$ cat config.mk
export PLATFORM = sky130hd
export DESIGN_NAME = handheld_bus_decoder_with_bank_mapper_unit
export DESIGN_NICKNAME = d
export VERILOG_FILES = /design/src/rtl/hbdbm_pkg.sv /design/src/rtl/handheld_bus_decoder_with_bank_mapper_unit.sv
export SDC_FILE = /design/constraint.sdc
export NUM_CORES = 1
export LEC_CHECK = 0
export ABC_AREA = 1
export BUFFER_PORTS_ARGS = -buffer_cell sky130_fd_sc_hd__buf_2
export CAP_MARGIN = 25
export CORE_MARGIN = 2
export CORE_UTILIZATION = 50
export CTS_CLUSTER_SIZE = 25
export DETAILED_ROUTE_END_ITERATION = 10
export GPL_ROUTABILITY_DRIVEN = 0
export PLACE_DENSITY = 0.69
export SYNTH_ARGS = -nofsm -noshare
export SYNTH_HDL_FRONTEND = slang
export SYNTH_SLANG_ARGS = --single-unit
$ cat constraint.sdc
create_clock -name clk -period 4.72 [get_ports clk]
set_input_delay 1.18 -clock clk [delete_from_list [all_inputs] [get_ports clk]]
set_output_delay 1.18 -clock clk [all_outputs]
set_load 0.1 [all_outputs]
$ cat src/rtl/hbdbm_pkg.sv
// Package for the handheld bus decoder with its cartridge bank mapper.
// Holds target codes, mapper codes, register indexes and stream widths.
// No dependencies; imported by the top level and by its port checker.
package hbdbm_pkg;

	// Result target codes
	localparam logic [3:0] T_ROM   = 4'd0;
	localparam logic [3:0] T_VRAM  = 4'd1;
	localparam logic [3:0] T_CRAM  = 4'd2;
	localparam logic [3:0] T_RTC   = 4'd3;
	localparam logic [3:0] T_WRAM  = 4'd4;
	localparam logic [3:0] T_OAM   = 4'd5;
	localparam logic [3:0] T_HRAM  = 4'd6;
	localparam logic [3:0] T_IO    = 4'd7;
	localparam logic [3:0] T_SOUND = 4'd8;
	localparam logic [3:0] T_BANK  = 4'd9;
	localparam logic [3:0] T_FF    = 4'd10;
	localparam logic [3:0] T_ZERO  = 4'd11;
	localparam logic [3:0] T_DROP  = 4'd12;

	// Mapper kinds after folding unknown codes to none
	localparam logic [2:0] MBC_NONE = 3'd0;
	localparam logic [2:0] MBC_1    = 3'd1;
	localparam logic [2:0] MBC_2    = 3'd2;
	localparam logic [2:0] MBC_3    = 3'd3;
	localparam logic [2:0] MBC_5    = 3'd5;

	// Configuration register indexes
	localparam logic [1:0] REG_MAPPER_TYPE    = 2'd0;
	localparam logic [1:0] REG_ROM_BANK_BITS  = 2'd1;
	localparam logic [1:0] REG_RAM_BANK_COUNT = 2'd2;
	localparam logic [1:0] REG_HAS_CART_RAM   = 2'd3;

	localparam int CFG_DATA_W = 5;
	localparam int S_DATA_W   = 32;
	localparam int M_DATA_W   = 40;

	typedef struct packed {
		logic [7:0]  data_out;
		logic        is_write;
		logic [22:0] offset;
		logic [3:0]  target;
	} result_t;

endpackage

$ cat src/rtl/handheld_bus_decoder_with_bank_mapper_unit.sv
// Top level of the handheld bus decoder and cartridge bank controller.
// Depends on hbdbm_pkg for target codes, mapper codes and register indexes.
//
//  channel   | direction | transfer content
//  ----------+-----------+----------------------------------------------
//  s_axis    | in        | one bus access: kind, addr, wdata
//  m_axis    | out       | one routing result: target, offset, is_write, data_out
//  cfg       | in        | register write: mapper, ROM bank bits, RAM banks, RAM present
//
// Every accepted access yields exactly one result, through the input register and
// then the result register; one access is taken per cycle while the output side
// is not stalled. The address decode and the bank register update lie between
// the two registers.
// arst_n resets the bank registers (ROM bank to one), the configuration (ROM bank
// bits to one, the rest to zero) and the valid flags. A stalled output holds its
// result; the input register then fills and s_tready falls until the result is taken.
module handheld_bus_decoder_with_bank_mapper_unit (
	input  logic                            clk,
	input  logic                            arst_n,
	// Access stream; s_tdata from bit 0: kind, addr[15:0], wdata[7:0], zero pad
	input  logic                            s_tvalid,
	output logic                            s_tready,
	input  logic [hbdbm_pkg::S_DATA_W-1:0]  s_tdata,
	// Result stream; m_tdata from bit 0: target[3:0], offset[22:0], is_write,
	// data_out[7:0], zero pad
	output logic                            m_tvalid,
	input  logic                            m_tready,
	output logic [hbdbm_pkg::M_DATA_W-1:0]  m_tdata,
	// Configuration write port
	input  logic                            cfg_wen,
	input  logic [1:0]                      cfg_idx,
	input  logic [hbdbm_pkg::CFG_DATA_W-1:0] cfg_wdata
);
	import hbdbm_pkg::*;

	// Configuration registers
	logic [2:0] mapper_type_q;
	logic [3:0] rom_bank_bits_q;
	logic [4:0] ram_bank_count_q;
	logic       has_cart_ram_q;

	// Cartridge bank state
	logic [8:0] rom_bank_q;
	logic [7:0] ram_bank_q;
	logic       ram_enabled_q;
	logic       mode_select_q;

	// Input stage
	logic        in_valid_s1;
	logic        in_kind_s1;
	logic [15:0] in_addr_s1;
	logic [7:0]  in_wdata_s1;

	// Result stage
	logic        out_valid_s2;
	result_t     out_res_s2;

	logic        advance;
	logic [2:0]  mbc;
	logic [3:0]  bank_bits;
	logic [8:0]  rom_mask;
	logic [8:0]  rom_bank_nxt;
	logic [7:0]  ram_bank_nxt;
	logic        ram_enabled_nxt;
	logic        mode_select_nxt;
	logic [8:0]  rom_win_bank;
	logic [7:0]  io_lo;
	logic        io_rd_ok;
	logic        io_wr_ok;
	logic        wr;
	logic [3:0]  region;
	logic [8:0]  rb_tmp;
	result_t     res;

	// The input register advances whenever the result register is free or
	// being drained this cycle, so a full pipe still moves one item a cycle.
	assign advance  = in_valid_s1 && (!out_valid_s2 || m_tready);
	assign s_tready = !in_valid_s1 || advance;
	assign m_tvalid = out_valid_s2;
	assign m_tdata  = {{(M_DATA_W - $bits(result_t)){1'b0}}, out_res_s2};

	always_ff @(posedge clk or negedge arst_n) begin
		if (!arst_n) begin
			mapper_type_q    <= MBC_NONE;
			rom_bank_bits_q  <= 4'd1;
			ram_bank_count_q <= 5'd0;
			has_cart_ram_q   <= 1'b0;
		end else if (cfg_wen) begin
			unique case (cfg_idx)
				REG_MAPPER_TYPE:    mapper_type_q    <= cfg_wdata[2:0];
				REG_ROM_BANK_BITS:  rom_bank_bits_q  <= cfg_wdata[3:0];
				REG_RAM_BANK_COUNT: ram_bank_count_q <= cfg_wdata[4:0];
				REG_HAS_CART_RAM:   has_cart_ram_q   <= cfg_wdata[0];
				default: ;
			endcase
		end
	end

	// Unknown mapper codes behave as no mapper at all.
	always_comb begin
		case (mapper_type_q) inside
			MBC_1, MBC_2, MBC_3, MBC_5: mbc = mapper_type_q;
			default:                    mbc = MBC_NONE;
		endcase
	end

	// ROM bank mask: bank bit count saturates at nine.
	assign bank_bits = (rom_bank_bits_q > 4'd9) ? 4'd9 : rom_bank_bits_q;
	assign rom_mask  = 9'(({1'b0, 9'h1FF} << bank_bits) ^ 10'h3FF);

	assign wr     = in_kind_s1;
	assign region = in_addr_s1[15:12];

	// Bank register update for a write below 0x8000.
	always_comb begin
		rom_bank_nxt    = rom_bank_q;
		ram_bank_nxt    = ram_bank_q;
		ram_enabled_nxt = ram_enabled_q;
		mode_select_nxt = mode_select_q;
		rb_tmp          = rom_bank_q;
		if (region <= 4'd1) begin
			// RAM enable; on MBC2 address bit 4 blocks this range
			if (!(mbc == MBC_2 && in_addr_s1[4]) && mbc != MBC_NONE && has_cart_ram_q)
				ram_enabled_nxt = (in_wdata_s1[3:0] == 4'hA);
		end else if (region <= 4'd3) begin
			if (region == 4'd2 && mbc == MBC_5) begin
				rom_bank_nxt = {rom_bank_q[8], in_wdata_s1} & rom_mask;
			end else begin
				if (mbc == MBC_1) begin
					rb_tmp = {2'b00, rom_bank_q[6:5], in_wdata_s1[4:0]};
					// A zero low field is taken as one instead.
					if (in_wdata_s1[4:0] == 5'd0)
						rb_tmp[0] = 1'b1;
				end else if (mbc == MBC_2 && in_addr_s1[4]) begin
					rb_tmp = {5'd0, in_wdata_s1[3:0]};
					if (in_wdata_s1[3:0] == 4'd0)
						rb_tmp = 9'd1;
				end else if (mbc == MBC_3) begin
					rb_tmp = {2'b00, in_wdata_s1[6:0]};
					if (in_wdata_s1[6:0] == 7'd0)
						rb_tmp = 9'd1;
				end else if (mbc == MBC_5) begin
					rb_tmp = {in_wdata_s1[0], rom_bank_q[7:0]};
				end
				rom_bank_nxt = rb_tmp & rom_mask;
			end
		end else if (region <= 4'd5) begin
			if (mbc == MBC_1) begin
				ram_bank_nxt = {6'd0, in_wdata_s1[1:0]};
				rom_bank_nxt = {2'b00, in_wdata_s1[1:0], rom_bank_q[4:0]} & rom_mask;
			end else if (mbc == MBC_3) begin
				ram_bank_nxt = in_wdata_s1;
			end else if (mbc == MBC_5) begin
				ram_bank_nxt = {4'd0, in_wdata_s1[3:0]};
			end
		end else begin
			mode_select_nxt = in_wdata_s1[0];
		end
	end

	// I/O register map: readable and writable low address bytes.
	assign io_lo = in_addr_s1[7:0];
	always_comb begin
		io_rd_ok = 1'b0;
		io_wr_ok = 1'b0;
		unique case (io_lo) inside
			[8'h00:8'h02], [8'h04:8'h07], 8'h0F, 8'hFF: begin
				io_rd_ok = 1'b1;
				io_wr_ok = 1'b1;
			end
			8'h44: io_rd_ok = 1'b1;
			[8'h40:8'h43], [8'h45:8'h4B]: begin
				io_rd_ok = 1'b1;
				io_wr_ok = 1'b1;
			end
			8'h50: io_wr_ok = 1'b1;
			default: ;
		endcase
	end

	// MBC1 in mode one keeps the upper ROM bank bits out of the window.
	assign rom_win_bank = (mbc == MBC_1 && mode_select_q) ?
		{4'd0, rom_bank_q[4:0]} : rom_bank_q;

	// Address decode and offset
	always_comb begin
		res.target = T_DROP;
		res.offset = 23'd0;
		if (!in_addr_s1[15]) begin
			if (wr) begin
				res.target = T_BANK;
				res.offset = {7'd0, in_addr_s1};
			end else if (!in_addr_s1[14]) begin
				res.target = T_ROM;
				res.offset = {7'd0, in_addr_s1};
			end else begin
				res.target = T_ROM;
				res.offset = {rom_win_bank, in_addr_s1[13:0]};
			end
		end else if (in_addr_s1 < 16'hA000) begin
			res.target = T_VRAM;
			res.offset = {10'd0, in_addr_s1[12:0]};
		end else if (in_addr_s1 < 16'hC000) begin
			if (has_cart_ram_q && ram_enabled_q) begin
				if (mbc == MBC_3 && ram_bank_q >= 8'h08) begin
					res.target = T_RTC;
					res.offset = {15'd0, 8'(ram_bank_q - 8'h08)};
				end else if ((mode_select_q || mbc != MBC_1) &&
						ram_bank_q < {3'd0, ram_bank_count_q}) begin
					res.target = T_CRAM;
					res.offset = {2'd0, ram_bank_q, in_addr_s1[12:0]};
				end else if (!wr || ram_bank_count_q != 5'd0) begin
					// Bank out of range, or MBC1 in mode zero: fall back to the unbanked window.
					res.target = T_CRAM;
					res.offset = {10'd0, in_addr_s1[12:0]};
				end
			end else if (!wr) begin
				res.target = T_ZERO;
			end
		end else if (in_addr_s1 < 16'hFE00) begin
			// Work RAM and its echo share the low 13 address bits.
			res.target = T_WRAM;
			res.offset = {10'd0, in_addr_s1[12:0]};
		end else if (in_addr_s1 < 16'hFEA0) begin
			res.target = T_OAM;
			res.offset = {15'd0, in_addr_s1[7:0]};
		end else if (in_addr_s1 < 16'hFF00) begin
			if (!wr)
				res.target = T_FF;
		end else if (in_addr_s1[7] && in_addr_s1 != 16'hFFFF) begin
			res.target = T_HRAM;
			res.offset = {16'd0, in_addr_s1[6:0]};
		end else if (io_lo >= 8'h10 && io_lo <= 8'h3F) begin
			res.target = T_SOUND;
			res.offset = {15'd0, io_lo};
		end else if (wr) begin
			if (io_wr_ok) begin
				res.target = T_IO;
				res.offset = {15'd0, io_lo};
			end
		end else if (io_rd_ok) begin
			res.target = T_IO;
			res.offset = {15'd0, io_lo};
		end else begin
			res.target = T_FF;
		end
		res.is_write = wr && (res.target != T_DROP);
		res.data_out = res.is_write ? in_wdata_s1 : 8'd0;
	end

	always_ff @(posedge clk or negedge arst_n) begin
		if (!arst_n) begin
			in_valid_s1 <= 1'b0;
		end else if (s_tready) begin
			in_valid_s1 <= s_tvalid;
		end
	end

	always_ff @(posedge clk) begin
		if (s_tready && s_tvalid) begin
			in_kind_s1  <= s_tdata[0];
			in_addr_s1  <= s_tdata[16:1];
			in_wdata_s1 <= s_tdata[24:17];
		end
	end

	always_ff @(posedge clk or negedge arst_n) begin
		if (!arst_n) begin
			out_valid_s2 <= 1'b0;
		end else if (advance) begin
			out_valid_s2 <= 1'b1;
		end else if (m_tready) begin
			out_valid_s2 <= 1'b0;
		end
	end

	always_ff @(posedge clk) begin
		if (advance)
			out_res_s2 <= res;
	end

	// Bank state changes in access order, as each write leaves the input stage.
	always_ff @(posedge clk or negedge arst_n) begin
		if (!arst_n) begin
			rom_bank_q    <= 9'd1;
			ram_bank_q    <= 8'd0;
			ram_enabled_q <= 1'b0;
			mode_select_q <= 1'b0;
		end else if (advance && wr && !in_addr_s1[15]) begin
			rom_bank_q    <= rom_bank_nxt;
			ram_bank_q    <= ram_bank_nxt;
			ram_enabled_q <= ram_enabled_nxt;
			mode_select_q <= mode_select_nxt;
		end
	end

endmodule

==> results.sh <==
export IMPL_n_antenna_cell=0
export IMPL_async_flop_share=0.358
export IMPL_period_share=0.640
export IMPL_min_period_ps=3020
export IMPL_antenna_found_initial=0
export IMPL_synth_area_leaders="edfxtp_1 (39%), dfrtp_1 (17%), nand2_1 (8.1%)"
export IMPL_ir_drop_v=0.000212
export IMPL_final_core_util=0.588
export IMPL_max_cap_violations=0
export IMPL_pwr_share_seq=0.463
export IMPL_grt_ovfl_total=0
export IMPL_area_growth_pct=14.8
export IMPL_die_x_um=101
export IMPL_post_cts_resized=0
export IMPL_synth_cell_types=37
export IMPL_ant_nets=0
export IMPL_syn_area_per_cell_um2=8.97
export IMPL_die_area_um2=10200
export IMPL_max_slew_margin=0.382
export IMPL_num_io_pins=86
export IMPL_yosysWarnings=0
export IMPL_synth_seq_area_share=0.570
export IMPL_avgRoutedWirePerCell_um=15.0
export IMPL_synth_edf_count=61
export IMPL_clock_latency_ps=360
export IMPL_placedCellCount=707
export IMPL_port_buffers=74
export IMPL_status="finished, final reports clean"
export IMPL_grt_usage=0.222
export IMPL_clk_pin_slew_ps=90
export IMPL_power_density_nw_per_um2=443
export IMPL_leakage_uw=0.00250
export IMPL_rsz0062_at_grt="no"
export IMPL_postCtsHoldBufs=0
export IMPL_drt_pre_antenna_iters=5
export IMPL_drv_slew=0
export IMPL_synth_cells=525
export IMPL_clock_root_buffer="clkbuf_8"
export IMPL_hold_viol=0
export IMPL_cts_buffers=9
export IMPL_ys_ff_latch=95
export IMPL_final_cells=723
export IMPL_crit_path_end_kind="output port"
export IMPL_min_path_type="reg -> reg"
export IMPL_nNetsFinal=656
export IMPL_vias=3877
export IMPL_synth_most_common_cell="nand2_1"
export IMPL_grt_max_degree=37
export IMPL_synth_top_cell_by_area="edfxtp_1"
export IMPL_die_h_um=101
export IMPL_fill_cells=820
export IMPL_drtIter0Drc=339
export IMPL_p_clk_frac=0.247
export IMPL_net_switching_power_uw=934
export IMPL_cp_arrival_ps=1840
export IMPL_clock_sinks=95
export IMPL_path_max_fanout=3
export IMPL_finalSetupTns_ps=0
export IMPL_routed_wl_um=10900
export IMPL_start_util=0.512
export IMPL_drc_errors=0
export IMPL_cell_internal_pwr_uw=1460
export IMPL_whs_ps=484
export IMPL_pwr_share_comb=0.289
export IMPL_fmax_mhz=331
export IMPL_critPathLaunchType="input port"
export IMPL_synth_flop_cell="edfxtp_1"
export IMPL_synth_top_area_share=0.389
export IMPL_cts_path_max_buffers=2
export IMPL_coreArea_um2=9200
export IMPL_netlist_area_um2=4710
export IMPL_cts_tree="built"
export IMPL_sw_frac_of_total=0.390
export IMPL_fin_skew_ps=10.9
export IMPL_drive_above_1_share=0.199
export IMPL_grt_pass1_wl_um=17400
export IMPL_hpwl_um=8300
export IMPL_worstMarginPinSlew_ps=927
export IMPL_via_per_inst=5.36
export IMPL_netlist_top_cells_count="nand2_1 (101), inv_1 (85), nor2_1 (73), edfxtp_1 (61), o21ai_0 (45)"
export IMPL_required_ps=3540
export IMPL_rows=35
export IMPL_htree_num_levels=3
export IMPL_finalSetupViolCount=0
export IMPL_first_global_vias=3653
export IMPL_critPathKind="in -> out"
export IMPL_post_cts_buffers=0
## worst paths after layout
check                                     endpoint          start  slack (ps)  cells after the start
min in group asynchronous            rom_bank_q[5]         arst_n         890                      1
max in group asynchronous       rom_bank_bits_q[3]         arst_n        3320                      1
worst max register to register       rom_bank_q[4]     in_kind_s1        2400                     13
worst max-delay path                      s_tready       m_tready        1700                      4
worst min-delay path                 rom_bank_q[0]  rom_bank_q[0]         480                      2
worst min register to register       rom_bank_q[0]  rom_bank_q[0]         480                      2
## flip-flops by register name, summed over array words and instances, names as in the netlist
register	flops
in_valid_s1	1
m_tdata	36
in_wdata_s1	8
rom_bank_bits_q	4
in_addr_s1	16
rom_bank_q	9
mode_select_q	1
ram_bank_q	8
ram_bank_count_q	5
ram_enabled_q	1
in_kind_s1	1
m_tvalid	1
has_cart_ram_q	1
mapper_type_q	3
## power by group through the flow
stage / combinational, uW / clock, uW / sequential [uW]
after floorplan: 267 / 0 / 1400
after detailed placement: 690 / 0 / 1120
after global placement: 678 / 0 / 1120
after global routing: 750 / 639 / 1120
final: 692 / 592 / 1110
after CTS: 692 / 603 / 1110
## per-layer routing
layer,track usage,up-vias,share of wire
met3,0.0527,28,0.066
met5,0,-,0
li1,-,1885,-
met4,0.0842,0,0.025
met1,0.310,1781,0.45
met2,0.337,183,0.45
## metrics by stage
stage	total power [uW]	setup WS (ps)	instance area (um^2)
final	2390	1700	5410
after global routing	2510	1670	5410
after CTS	2400	1690	5410
after detailed placement	1810	1700	5190
after global placement	1800	1720	5190
after floorplan	1670	1550	4720
## worst max-delay path: stages
cell and delay [ps]:
buf_2 80, inv_1 40, nand3_1 90, buf_2 440
## layout make-up
type / instances / area (um^2) / area share
Clock buffer: 9 / 124 / 0.0229
Timing Repair Buffer: 75 / 378 / 0.0699
Tap cell: 111 / 139 / 0.0257
Multi-Input combinational cell: 336 / 1650 / 0.305
Inverter: 90 / 339 / 0.0627
Sequential cell: 95 / 2690 / 0.497
Clock inverter: 7 / 93.8 / 0.0174
## logic make-up after synthesis
logic type,count (synthesis),synth area share
simple gates,235,0.222
xor+xnor,1,0.00186
compound gates,91,0.109
other cells,1,0.000796
buf+inv,97,0.0821
fa+ha+maj,5,0.0133
flops,95,0.570
## layout by cell type (no fill, tap or decap), types with 4 or more instances in the layout
cell,Yosys,final
nand2_1,101,101
inv_1,85,85
buf_2,2,74
nor2_1,73,73
edfxtp_1,61,61
o21ai_0,45,45
dfrtp_1,32,32
nand3_1,25,25
a21oi_1,22,22
clkbuf_8,0,9
nand4_1,8,8
nand2_2,7,7
nor2_2,7,7
o211ai_1,6,6
o22ai_1,6,6
o31ai_1,5,5
ha_1,5,5
conb_1,1,4
Power figures use the tool's default switching activity.
